<file path="src/sv/bcg_pkg.sv">
// ----------------------------------------------------------------------------
// bcg_pkg
// shared types, register map and event codes of the button gesture detector
// ----------------------------------------------------------------------------
package bcg_pkg;

  // millisecond timer width, 8 to 32
  localparam int unsigned TIMER_W = 16;
  // width used for threshold compares and the held time clamp
  localparam int unsigned CMP_W   = (TIMER_W > 16) ? TIMER_W : 16;

  localparam logic [TIMER_W-1:0] TIMER_MAX = {TIMER_W{1'b1}};
  localparam logic [7:0]         CLICK_MAX = 8'hFF;

  // register map, index into paddr[4:2]
  localparam int unsigned ADDR_W = 5;
  localparam logic [2:0] REG_ACTIVE_LOW  = 3'd0;
  localparam logic [2:0] REG_DEBOUNCE    = 3'd1;
  localparam logic [2:0] REG_LONG_CLICK  = 3'd2;
  localparam logic [2:0] REG_LONG_REPEAT = 3'd3;
  localparam logic [2:0] REG_MULTICLICK  = 3'd4;

  // reset values of the registers
  localparam logic        RST_ACTIVE_LOW  = 1'b1;
  localparam logic [7:0]  RST_DEBOUNCE    = 8'd20;
  localparam logic [15:0] RST_LONG_CLICK  = 16'd1000;
  localparam logic [15:0] RST_LONG_REPEAT = 16'd200;
  localparam logic [15:0] RST_MULTICLICK  = 16'd400;

  // command carried by the action field
  localparam logic ACT_TICK  = 1'b0;
  localparam logic ACT_CLEAR = 1'b1;

  typedef enum logic [2:0] {
    EV_PRESSED        = 3'd0,
    EV_LONG_FIRST     = 3'd1,
    EV_LONG_REPEAT    = 3'd2,
    EV_LONG_FINISH    = 3'd3,
    EV_CLICK_RELEASED = 3'd4,
    EV_CLICK_FINISH   = 3'd5
  } event_t;

  typedef struct packed {
    logic        active_low;
    logic [7:0]  debounce_len;
    logic [15:0] long_click_ms;
    logic [15:0] long_repeat_ms;
    logic [15:0] multiclick_len;
  } cfg_t;

  typedef struct packed {
    logic        valid;
    event_t      code;
    logic [7:0]  clicks;
    logic [15:0] held;
  } ev_t;

endpackage

</file>
<file path="src/sv/bcg_cfg.sv">
// ----------------------------------------------------------------------------
// bcg_cfg
// apb register file holding the timing thresholds and the pin polarity
// ----------------------------------------------------------------------------
module bcg_cfg (
  input  logic                         clk,
  input  logic                         rst,
  input  logic                         psel,
  input  logic                         penable,
  input  logic                         pwrite,
  input  logic [bcg_pkg::ADDR_W-1:0]   paddr,
  input  logic [31:0]                  pwdata,
  output logic [31:0]                  prdata,
  output logic                         pready,
  output bcg_pkg::cfg_t                cfg
);

  logic       wr_en;
  logic [2:0] reg_idx;

  assign pready  = 1'b1;
  assign reg_idx = paddr[4:2];
  assign wr_en   = psel && penable && pwrite && pready;

  always_ff @(posedge clk) begin
    if (rst) begin
      cfg.active_low     <= bcg_pkg::RST_ACTIVE_LOW;
      cfg.debounce_len   <= bcg_pkg::RST_DEBOUNCE;
      cfg.long_click_ms  <= bcg_pkg::RST_LONG_CLICK;
      cfg.long_repeat_ms <= bcg_pkg::RST_LONG_REPEAT;
      cfg.multiclick_len <= bcg_pkg::RST_MULTICLICK;
    end else if (wr_en) begin
      case (reg_idx)
        bcg_pkg::REG_ACTIVE_LOW:  cfg.active_low     <= pwdata[0];
        bcg_pkg::REG_DEBOUNCE:    cfg.debounce_len   <= pwdata[7:0];
        bcg_pkg::REG_LONG_CLICK:  cfg.long_click_ms  <= pwdata[15:0];
        bcg_pkg::REG_LONG_REPEAT: cfg.long_repeat_ms <= pwdata[15:0];
        bcg_pkg::REG_MULTICLICK:  cfg.multiclick_len <= pwdata[15:0];
        default: ;
      endcase
    end
  end

  always_comb begin
    case (reg_idx)
      bcg_pkg::REG_ACTIVE_LOW:  prdata = {31'd0, cfg.active_low};
      bcg_pkg::REG_DEBOUNCE:    prdata = {24'd0, cfg.debounce_len};
      bcg_pkg::REG_LONG_CLICK:  prdata = {16'd0, cfg.long_click_ms};
      bcg_pkg::REG_LONG_REPEAT: prdata = {16'd0, cfg.long_repeat_ms};
      bcg_pkg::REG_MULTICLICK:  prdata = {16'd0, cfg.multiclick_len};
      default:                  prdata = 32'd0;
    endcase
  end

endmodule

</file>
<file path="src/sv/bcg_core.sv">
// ----------------------------------------------------------------------------
// bcg_core
// gesture state, saturating timers and the per-tick event decision
// ----------------------------------------------------------------------------
module bcg_core (
  input  logic          clk,
  input  logic          rst,
  input  logic          go,
  input  logic          action,
  input  logic          level,
  input  bcg_pkg::cfg_t cfg,
  output bcg_pkg::ev_t  ev
);

  logic [bcg_pkg::TIMER_W-1:0] press_timer, press_timer_next;
  logic [bcg_pkg::TIMER_W-1:0] repeat_timer, repeat_timer_next;
  logic                        last_level, last_level_next;
  logic                        press_reported, press_reported_next;
  logic                        long_seen, long_seen_next;
  logic [7:0]                  clicks, clicks_next;
  logic [15:0]                 held_time, held_time_next;

  logic [bcg_pkg::TIMER_W-1:0] pt_adv, rt_adv;
  logic [bcg_pkg::CMP_W-1:0]   pt_ext, rt_ext;
  logic [15:0]                 pt_held;
  logic                        pressed_level;
  logic [7:0]                  clicks_inc;

  assign pressed_level = ~cfg.active_low;
  assign pt_adv = (press_timer == bcg_pkg::TIMER_MAX) ? press_timer
                                                      : press_timer + 1'b1;
  assign rt_adv = (repeat_timer == bcg_pkg::TIMER_MAX) ? repeat_timer
                                                       : repeat_timer + 1'b1;
  assign pt_ext = bcg_pkg::CMP_W'(pt_adv);
  assign rt_ext = bcg_pkg::CMP_W'(rt_adv);
  // press duration clamped to 16 bits
  assign pt_held = (pt_ext > bcg_pkg::CMP_W'(16'hFFFF)) ? 16'hFFFF : pt_ext[15:0];
  assign clicks_inc = (clicks == bcg_pkg::CLICK_MAX) ? clicks : clicks + 8'd1;

  always_comb begin
    press_timer_next    = pt_adv;
    repeat_timer_next   = rt_adv;
    last_level_next     = level;
    press_reported_next = press_reported;
    long_seen_next      = long_seen;
    clicks_next         = clicks;
    held_time_next      = held_time;
    ev.valid            = 1'b0;
    ev.code             = bcg_pkg::EV_PRESSED;
    ev.clicks           = clicks;

    if (action == bcg_pkg::ACT_CLEAR) begin
      press_timer_next    = '0;
      repeat_timer_next   = '0;
      last_level_next     = last_level;
      press_reported_next = 1'b0;
      long_seen_next      = 1'b0;
      clicks_next         = 8'd0;
    end else if (level == pressed_level) begin
      if (last_level != pressed_level) begin
        // press edge
        press_timer_next    = '0;
        repeat_timer_next   = '0;
        press_reported_next = 1'b0;
        long_seen_next      = 1'b0;
      end else if (!press_reported && pt_ext >= bcg_pkg::CMP_W'(cfg.debounce_len)) begin
        press_reported_next = 1'b1;
        clicks_next         = clicks_inc;
        ev.valid            = 1'b1;
        ev.code             = bcg_pkg::EV_PRESSED;
        ev.clicks           = clicks_inc;
      end else if (press_reported && clicks == 8'd1) begin
        if (!long_seen && pt_ext >= bcg_pkg::CMP_W'(cfg.long_click_ms)) begin
          held_time_next    = pt_held;
          long_seen_next    = 1'b1;
          repeat_timer_next = '0;
          ev.valid          = 1'b1;
          ev.code           = bcg_pkg::EV_LONG_FIRST;
        end else if (long_seen && rt_ext >= bcg_pkg::CMP_W'(cfg.long_repeat_ms)) begin
          held_time_next    = pt_held;
          repeat_timer_next = '0;
          ev.valid          = 1'b1;
          ev.code           = bcg_pkg::EV_LONG_REPEAT;
        end
      end
    end else if (press_reported) begin
      if (last_level == pressed_level) begin
        // release edge
        held_time_next = pt_held;
        ev.valid       = 1'b1;
        if (clicks == 8'd1 && long_seen) begin
          ev.code             = bcg_pkg::EV_LONG_FINISH;
          long_seen_next      = 1'b0;
          press_reported_next = 1'b0;
          clicks_next         = 8'd0;
        end else begin
          ev.code = bcg_pkg::EV_CLICK_RELEASED;
        end
      end else if (clicks != 8'd0 && pt_ext >= bcg_pkg::CMP_W'(cfg.multiclick_len)) begin
        ev.valid            = 1'b1;
        ev.code             = bcg_pkg::EV_CLICK_FINISH;
        press_reported_next = 1'b0;
        clicks_next         = 8'd0;
      end
    end
    ev.held = held_time_next;
  end

  always_ff @(posedge clk) begin
    if (rst) begin
      press_timer    <= '0;
      repeat_timer   <= '0;
      last_level     <= bcg_pkg::RST_ACTIVE_LOW;
      press_reported <= 1'b0;
      long_seen      <= 1'b0;
      clicks         <= 8'd0;
      held_time      <= 16'd0;
    end else if (go) begin
      press_timer    <= press_timer_next;
      repeat_timer   <= repeat_timer_next;
      last_level     <= last_level_next;
      press_reported <= press_reported_next;
      long_seen      <= long_seen_next;
      clicks         <= clicks_next;
      held_time      <= held_time_next;
    end
  end

endmodule

</file>
<file path="src/sv/button_click_gesture_detector.sv">
// ----------------------------------------------------------------------------
// button_click_gesture_detector
// debounce, multi-click and long-press detection on one millisecond tick stream
// ----------------------------------------------------------------------------
//  channel  | direction | handshake           | payload
//  ---------+-----------+---------------------+-----------------------------------
//  in       | in        | in_valid / in_stall | action, pin_level
//  out      | out       | out_valid/out_stall | event_code, click_count,
//           |           |                     | pressed_time_ms
//  apb      | in        | psel/penable/pready | paddr, pwdata, prdata (5 registers)
//
//  a tick transaction waits in the input register until the output register is free
//  or being drained; its event (if any) is then offered from the output register
//  one tick per cycle sustained while the output is not stalled; the limit is the state update
//  a stalled output only holds the input register once both registers are full
//  synchronous active-high reset returns thresholds and gesture state to
//  their defaults, last level to the released level
// ----------------------------------------------------------------------------
module button_click_gesture_detector (
  input  logic                        clk,
  input  logic                        rst,
  // tick channel
  input  logic                        in_valid,
  output logic                        in_stall,
  input  logic                        action,
  input  logic                        pin_level,
  // event channel
  output logic                        out_valid,
  input  logic                        out_stall,
  output logic [2:0]                  event_code,
  output logic [7:0]                  click_count,
  output logic [15:0]                 pressed_time_ms,
  // register port
  input  logic                        psel,
  input  logic                        penable,
  input  logic                        pwrite,
  input  logic [bcg_pkg::ADDR_W-1:0]  paddr,
  input  logic [31:0]                 pwdata,
  output logic [31:0]                 prdata,
  output logic                        pready
);

  bcg_pkg::cfg_t cfg;
  bcg_pkg::ev_t  ev;

  // input register
  logic in_valid_q;
  logic in_action_q;
  logic in_level_q;

  logic go;
  logic in_take;

  // evaluate the held tick when the output register is free or being drained
  assign go       = in_valid_q && (!out_valid || !out_stall);
  assign in_stall = in_valid_q && !go;
  assign in_take  = in_valid && !in_stall;

  always_ff @(posedge clk) begin
    if (rst) begin
      in_valid_q <= 1'b0;
    end else if (in_take) begin
      in_valid_q <= 1'b1;
    end else if (go) begin
      in_valid_q <= 1'b0;
    end
  end

  always_ff @(posedge clk) begin
    if (in_take) begin
      in_action_q <= action;
      in_level_q  <= pin_level;
    end
  end

  bcg_cfg u_cfg (
    .clk     (clk),
    .rst     (rst),
    .psel    (psel),
    .penable (penable),
    .pwrite  (pwrite),
    .paddr   (paddr),
    .pwdata  (pwdata),
    .prdata  (prdata),
    .pready  (pready),
    .cfg     (cfg)
  );

  bcg_core u_core (
    .clk    (clk),
    .rst    (rst),
    .go     (go),
    .action (in_action_q),
    .level  (in_level_q),
    .cfg    (cfg),
    .ev     (ev)
  );

  // output register
  always_ff @(posedge clk) begin
    if (rst) begin
      out_valid <= 1'b0;
    end else if (go) begin
      out_valid <= ev.valid;
    end else if (!out_stall) begin
      out_valid <= 1'b0;
    end
  end

  always_ff @(posedge clk) begin
    if (go && ev.valid) begin
      event_code      <= ev.code;
      click_count     <= ev.clicks;
      pressed_time_ms <= ev.held;
    end
  end

  // stall only ever comes from a full pipe behind a blocked output
  a_stall_cause: assert property (@(posedge clk) disable iff (rst)
    in_stall |-> (in_valid_q && out_valid && out_stall))
    else $error("input stalled without a blocked output");

  // a pressed event always counts at least one click
  a_pressed_clicks: assert property (@(posedge clk) disable iff (rst)
    (out_valid && event_code == bcg_pkg::EV_PRESSED) |-> (click_count != 8'd0))
    else $error("pressed event with zero clicks");

  // long click events belong to a single-click sequence
  a_long_single: assert property (@(posedge clk) disable iff (rst)
    (out_valid && (event_code == bcg_pkg::EV_LONG_FIRST ||
                   event_code == bcg_pkg::EV_LONG_REPEAT ||
                   event_code == bcg_pkg::EV_LONG_FINISH)) |-> (click_count == 8'd1))
    else $error("long click event outside a single click");

  // a held tick never sits past a free output
  a_no_bubble: assert property (@(posedge clk) disable iff (rst)
    (in_valid_q && !out_valid) |=> !$past(in_stall))
    else $error("tick held with output free");

endmodule
</file>
<file path="config.mk">
export PLATFORM = sky130hd
export DESIGN_NAME = button_click_gesture_detector
export DESIGN_NICKNAME = d
export VERILOG_FILES = /design/src/sv/bcg_pkg.sv /design/src/sv/bcg_cfg.sv /design/src/sv/bcg_core.sv /design/src/sv/button_click_gesture_detector.sv
export SDC_FILE = /design/constraint.sdc
export NUM_CORES = 1
export LEC_CHECK = 0
export BUFFER_PORTS_ARGS = -buffer_cell sky130_fd_sc_hd__buf_2
export CORE_MARGIN = 2
export CORE_UTILIZATION = 35
export DETAILED_ROUTE_END_ITERATION = 7
export SLEW_MARGIN = 20
export SYNTH_ARGS = -nofsm -noshare
export SYNTH_HDL_FRONTEND = slang
export SYNTH_SLANG_ARGS = --single-unit
</file>
<file path="constraint.sdc">
create_clock -name clk -period 9.3 [get_ports clk]
set_clock_uncertainty 0.2 [all_clocks]
set_input_delay 0 -clock clk [delete_from_list [all_inputs] [get_ports clk]]
set_output_delay 0 -clock clk [all_outputs]
set_load 0.05 [all_outputs]
</file>
==> results of run 1 <==
-- routing by layer --
| layer | share of wire | track usage | vias to the layer above |
|---|---|---|---|
| li1 | - | - | 3681 |
| met1 | 0.49 | 0.242 | 3472 |
| met2 | 0.45 | 0.283 | 156 |
| met3 | 0.045 | 0.0279 | 21 |
| met4 | 0.016 | 0.0587 | 0 |
| met5 | 0 | 0 | - |
-- cells by family after synthesis --
kind of cell | count (synthesis) | share of synthesized area
AO/OA/AOI/OAI | 227 | 0.176
other | 2 | 0.000889
XOR/XNOR | 26 | 0.0269
adder cells (fa/ha/maj) | 61 | 0.0903
flip-flops | 147 | 0.383
AND/OR/NAND/NOR | 356 | 0.191
buffers and inverters | 129 | 0.0663
multiplexers | 53 | 0.0659
-- metrics by stage --
| stage | cell area (um2) | utilization | setup WS (ns) |
|---|---|---|---|
| floorplan | 8510 | - | 4.25 |
| CTS | 9830 | 0.416 | 3.95 |
| global placement | 9050 | 0.383 | 4.12 |
| detailed placement | 9050 | 0.383 | 3.99 |
| global route | 9830 | 0.416 | 3.35 |
| finish | 9830 | 0.416 | 3.83 |
-- synthesized netlist by cell type (all sizes together), types with 6 or more instances --
| master | number | area [um2] |
|---|---|---|
| a211oi | 8 | 65.1 |
| a21o | 11 | 82.6 |
| a21oi | 72 | 360 |
| a22o | 7 | 61.3 |
| a22oi | 32 | 240 |
| a31oi | 7 | 43.8 |
| and2 | 7 | 43.8 |
| and3 | 19 | 119 |
| buf | 25 | 170 |
| clkbuf | 35 | 131 |
| dfxtp | 118 | 2360 |
| edfxtp | 29 | 871 |
| ha | 61 | 763 |
| inv | 69 | 259 |
| mux2 | 21 | 236 |
| mux2i | 32 | 320 |
| nand2 | 153 | 574 |
| nand3 | 28 | 140 |
| nand4 | 15 | 100 |
| nor2 | 84 | 315 |
| nor2b | 6 | 37.5 |
| nor3 | 17 | 85.1 |
| nor4 | 7 | 43.8 |
| o211ai | 18 | 135 |
| o21ai | 38 | 190 |
| o22ai | 9 | 56.3 |
| xnor2 | 16 | 140 |
| xor2 | 10 | 87.6 |
-- power groups by stage --
stage / clock [mW] / sequential, mW / combinational, mW
after detailed placement: 0 / 0.669 / 0.0903
final: 0.625 / 0.655 / 0.0990
after global placement: 0 / 0.669 / 0.0902
after global routing: 0.661 / 0.655 / 0.106
after CTS: 0.635 / 0.655 / 0.0983
after floorplan: 0 / 0.668 / 0.0694
-- sequential cells by signal (all words and copies together) (netlist names) --
register and count:
u_core.press_timer 16, in_valid_q 1, u_core.held_time 16, u_core.repeat_timer 16, in_level_q 1, u_core.long_seen 1
pressed_time_ms 16, click_count 8, u_core.clicks 8, out_valid 1, in_action_q 1, u_core.last_level 1
u_cfg.cfg 57, event_code 3, u_core.press_reported 1
-- final cells by class --
type                    instances  area (um2)
clock inverters                 5        28.8
multi-input cells             740        4720
inverters                      69         259
well taps                     319         399
clock buffers                  26         489
flip-flops and latches        147        3230
fillers                      2410       13800
repair buffers                108         696
-- worst reg2reg max path, cell delays in order, from the launching register on --
cell and delay (ns):
dfxtp_1 0.49, and4_1 0.27, nand4_1 0.19, nor4_1 0.49, nand3_1 0.34, nand2_1 0.34, nor2_1 0.10, xor2_1 0.17
ha_1 0.31, nand2_1 0.06, nor3_1 0.17, a21oi_1 0.09, o21ai_0 0.48, a22oi_1 0.35, o211ai_1 0.92, o21ai_0 0.19
a21o_1 0.21
-- final timing paths --
check                         startpoint                endpoint  slack (ns)
setup reg to reg  u_core.repeat_timer[3]  u_core.repeat_timer[7]        3.83
hold reg to reg            u_cfg.cfg[29]           u_cfg.cfg[29]        0.27
setup / recovery  u_core.repeat_timer[3]  u_core.repeat_timer[7]        3.83
hold / removal                    pwrite           u_cfg.cfg[32]        0.06
-- timing repair --
| action | 4_1_cts | 5_1_grt |
|---|---|---|
| hold buffers | 26 | 0 |
| gates resized for setup | 0 | 0 |
| endpoints found under the hold margin | 63 | 0 |
==> out/summary.txt, run 1 <==
Max_slew headroom: 0.302
Worst vdd ir: 0.123 mV
Largest stage delay on the critical path: 0.92 ns
WL/cell: 15.6 um
Total Power: 1.38 mW
Die height: 159 um
Largest net degree at the start of global routing: 86
Synth Warn #: 0
Crit. End Element: flop
Mapped Cells: 1,001
Hold path cells: 6
Synth Cell Area: 8450 um2
GPL Wtd Cong: 0.839
Final setup TNS: 0 ns
Total clock sinks: 147
Status: finished clean
Sw power: 340 uW
Ys flop type: dfxtp_1
Final Non-Filler Cells: 1,414
Post-route minimum period: 5.47 ns
PwrDens: 140 nW/um2
Synth unique cells: 61
Post-synth EDFFs: 29
Hold_ws: 0.0557 ns
RSZ-0062 raised after global routing: false
Total gr overflow: 0
Max_cap viols: 0
Seq pwr share: 0.475
I/O pins: 108
Iteration-0 DRC count of the detailed router: 493
Postcts setup bufs: 0
Final period utilization: 0.588
Drt via density: 5.18
Final ANT Viol Nets: 0
Final Max Tran Viols: 0
Startpoint type of the worst setup path: flop
Max Fclk: 183 MHz
Pleak: 4.08 nW
Fin. Hold Viols: 0
Die width: 159 um
Comb power frac: 0.072
CTS Buf Count: 17
Bufs and invs on worst path: 0
Leading cell type in the layout, fill and taps excluded: nand2_1
Diode count: 0
Post-Route WL: 22,100 um
Post-DP HPWL: 15,900 um
Rows: 56
CP cell instances: and4_1, nand4_1, nor4_1, nand3_1, nand2_1, nor2_1, xor2_1, ha_1, nand2_1, nor3_1, a21oi_1, o21ai_0, a22oi_1, o211ai_1, o21ai_0, a21o_1
Initial Util: 0.358
Layout cell share with drive strength beyond 1: 0.123
# port buffers: 72
Syn-to-layout area delta: 16.3%
Total core area: 23,600 um2
Nets: 1,190
Int Pwr: 1.04 mW
Clk_lat worst skew: 0.43 ns
Critical path class: reg -> reg
Reg2reg path depth: 16
Vias in the first global route: 6,984
# placed instances: 1,357
Hold crit path type: in -> reg
Die area: 25,400 um2
CP Max Fanout: 15
Arr. time, crit path: 5.59 ns
DRC viols: 0
Final setup violating endpoints: 0
First-pass GRT wire length: 36,500 um
CP max-delay cell: o211ai_1
Clock-pin transition on the worst setup and hold timing paths: 0.06 ns
CTS Root Cell: clkbuf_16
Switching share of power: 0.247
CTS H-tree depth: 4
Via count: 7,330
Yosys reg bits: 147
Clk pwr share: 0.453
Syn avg cell area: 8.44 um2
Clock buffer depth: 2
Total track usage: 0.176
CP Depth: 16
DR pass1 iterations: 5
WP data required: 9.42 ns
Worst Tran Pin Value: 1.04 ns
Crit-path leading delay family: compound AO/OA/AOI/OAI gates
Most frequent cells in the layout: nand2_1, dfxtp_1, nor2_1, a21oi_1, buf_2
Synth async-reset ratio: 0
Initial antenna violation count: 0
Post-synthesis sequential area ratio: 0.383
CTS tree: yes
No activity file was read; power rests on OpenSTA's default activity.
==> run 2: changes to the inputs <==
ABC_AREA = 1   (was unset)
clock period = 5.11 ns   (was 9.3 ns; I/O delays follow)
==> out/summary.txt, run 2 <==
CP max-delay cell: nand2_1
CTS Root Cell: clkbuf_16
Total track usage: 0.189
Total gr overflow: 0
Crit. End Element: flop
Final ANT Viol Nets: 0
Rows: 58
Post-Route WL: 24,700 um
Leading cell type in the layout, fill and taps excluded: nand2_1
Die width: 164 um
Post-synth EDFFs: 29
Status: finished clean
RSZ-0062 raised after global routing: false
Total core area: 25,200 um2
Worst Tran Pin Value: 0.880 ns
Worst vdd ir: 0.187 mV
Max_cap viols: 0
CP cell instances: ha_1, nand2_1, nor3_1, nand4_1, nor2_1, nand2_2, inv_1, nor3_1, xor2_1, ha_1, a21o_1, o21ai_0, nand2_1, nand2_1, nand3_1, nand3_1, nand2_2, nand2_1, nand2_1, nand3_1, a22oi_1
CTS H-tree depth: 4
Syn-to-layout area delta: 15.8%
Hold Crit Start: rst
Ys flop type: dfxtp_1
WP data required: 5.05 ns
Via count: 8,480
Hold crit path type: in -> reg
Fin. Hold Viols: 0
Largest stage delay on the critical path: 0.45 ns
Initial Util: 0.357
Initial antenna violation count: 0
Final setup TNS: 0 ns
Mapped Cells: 1,273
DP Worst Slack: 0.817 ns
Largest net degree at the start of global routing: 65
Clk_lat worst skew: 0.43 ns
CTS tree: yes
Nets: 1,470
Startpoint type of the worst setup path: flop
Clock buffer depth: 2
Iteration-0 DRC count of the detailed router: 649
Yosys reg bits: 147
Diode count: 0
Final setup violating endpoints: 0
Drt via density: 4.97
Final Max Tran Viols: 0
Synth unique cells: 45
First-pass GRT wire length: 40,200 um
DR pass1 iterations: 7
Most frequent CP cell: nand2_1
GPL Wtd Cong: 0.849
I/O pins: 108
Post-route minimum period: 4.32 ns
Yosys top cell area share: 0.263
CTS Buf Count: 17
Critical path class: reg -> reg
DRC viols: 0
Die height: 164 um
Adder-cell area share of the yosys netlist: 0.0849
Syn avg cell area: 7.06 um2
Synth Warn #: 0
WL/cell: 14.5 um
Synth async-reset ratio: 0
Total clock sinks: 147
Bufs and invs on worst path: 1
Simple-gate share of the synthesized area: 0.239
Die area: 27,000 um2
Main combinational cell family by area after synthesis: simple AND/OR/NAND/NOR gates
Reg2reg path depth: 21
Arr. time, crit path: 4.26 ns
Reg with most FFs: u_cfg.cfg
PwrDens: 248 nW/um2
Pleak: 4.70 nW
Compound-Gate Fraction of Synth Area: 0.180
CP Max Fanout: 16
Synth Cell Area: 8990 um2
# port buffers: 72
Post-synthesis sequential area ratio: 0.360
Layout cell share with drive strength beyond 1: 0.102
Post-DP HPWL: 17,700 um
Most frequent cells in the layout: nand2_1, inv_1, a21oi_1, dfxtp_1, nand3_1
Critical R2R Launch: u_core.repeat_timer[0]
Max_slew headroom: 0.412
Hold EP: u_core.repeat_timer[1]
Fin worst setup slack: 0.793 ns
Vias in the first global route: 7,771
Commonest cells in the netlist: nand2_1, inv_1, a21oi_1, dfxtp_1, nand3_1
R2r setup slk: 0.79 ns
Hold path cells: 3
Reg-to-reg endpoint: pressed_time_ms[3]
Crit-path leading delay family: simple AND/OR/NAND/NOR gates
Final period utilization: 0.845
Synth area leader: dfxtp_1
Clock-pin transition on the worst setup and hold timing paths: 0.06 ns
XOR/XNOR Fraction of Synth Area: 0.0184
Cts repair resizes: 0
Largest cells by area after synthesis: dfxtp_1, nand2_1, edfxtp_1, ha_1, a21oi_1
Max Fclk: 232 MHz
Most frequent cell after synthesis: nand2_1
Mux share of post-synthesis cell area: 0.00111
Max FFs per register: 57
==> run 2: changes by cell type in the layout (fill, tap and decap cells not counted), moves of 9 or more <==
cell,change
a22oi_1,-19
inv_1,+116
and3_1,-19
o21ai_0,+40
nand3_1,+61
inv_2,+11
a21o_1,-9
mux2_2,-21
mux2i_1,-31
nor2_1,-16
nand2_1,+147
xnor2_1,-9
a21oi_1,+69
==> run 2: repair_timing <==
item	4_1_cts	5_1_grt
hold buffers	31	0
buffers inserted	0	0
hold endpoints to repair	79	0
==> run 2: power by group <==
group / switching (mW) / internal [mW]
clock: 0.491 / 0.620
combinational: 0.182 / 0.0740
sequential: 0.0115 / 1.20
total: 0.684 / 1.89
==> run 2: area by class of cell <==
class                   count  area [um2]
well taps                 330         413
multi-input cells         888        4770
flip-flops and latches    147        3230
repair buffers            112         738
clock buffers              19         443
inverters                 197         739
fillers                  2668       14800
clock inverters            13        68.8
==> run 2: worst register-to-register path: stages, from the launching register on <==
cell and delay [ns]:
dfxtp_1 0.40, ha_1 0.19, nand2_1 0.07, nor3_1 0.22, nand4_1 0.19, nor2_1 0.23
nand2_2 0.18, inv_1 0.20, nor3_1 0.08, xor2_1 0.16, ha_1 0.30, a21o_1 0.16
o21ai_0 0.19, nand2_1 0.08, nand2_1 0.08, nand3_1 0.12, nand3_1 0.15, nand2_2 0.07
nand2_1 0.45, nand2_1 0.10, nand3_1 0.12, a22oi_1 0.09
==> run 2: metrics by stage <==
stage / hold WS (ns) / cells / power (mW) / util / area (um2)
5_1_grt: 0.0823 / 1706 / 2.68 / 0.413 / 10400
6_report: 0.0495 / 1706 / 2.58 / 0.413 / 10400
3_3_place_gp: -0.0128 / 1643 / 1.47 / 0.381 / 9580
2_1_floorplan: -0.101 / 1288 / 1.42 / - / 9040
3_5_place_dp: -0.0161 / 1643 / 1.47 / 0.381 / 9580
4_1_cts: 0.0232 / 1706 / 2.60 / 0.413 / 10400
==> run 2: cells by family after synthesis <==
family / after synthesis
AOI/OAI and AO/OA: 284
xor gates and xnor gates: 18
adders and majority gates: 61
buffers and inverters: 253
DFF: 147
muxes: 1
other: 2
and+or+nand+nor: 507
==> run 2: worst max path at each step <==
stage / slack [ns] / endpoint / start / depth (start not counted)
after global placement: 0.85 / pressed_time_ms[15] / u_core.repeat_timer[0] / 21
after floorplan: 1.44 / click_count[0] / u_core.repeat_timer[0] / 21
final: 0.79 / pressed_time_ms[3] / u_core.repeat_timer[0] / 21
after global routing: 0.29 / pressed_time_ms[10] / u_core.repeat_timer[0] / 22
after CTS: 0.80 / u_core.repeat_timer[13] / u_core.repeat_timer[0] / 21
after detailed placement: 0.82 / u_core.repeat_timer[13] / u_core.repeat_timer[0] / 21
==> run 2: routing by layer <==
metal	up-vias	GRT usage	part of all wire
met1	3856	0.263	0.48
met5	-	0	0
met3	24	0.0275	0.056
met2	233	0.306	0.46
li1	4367	-	-
met4	0	0.0510	0.012
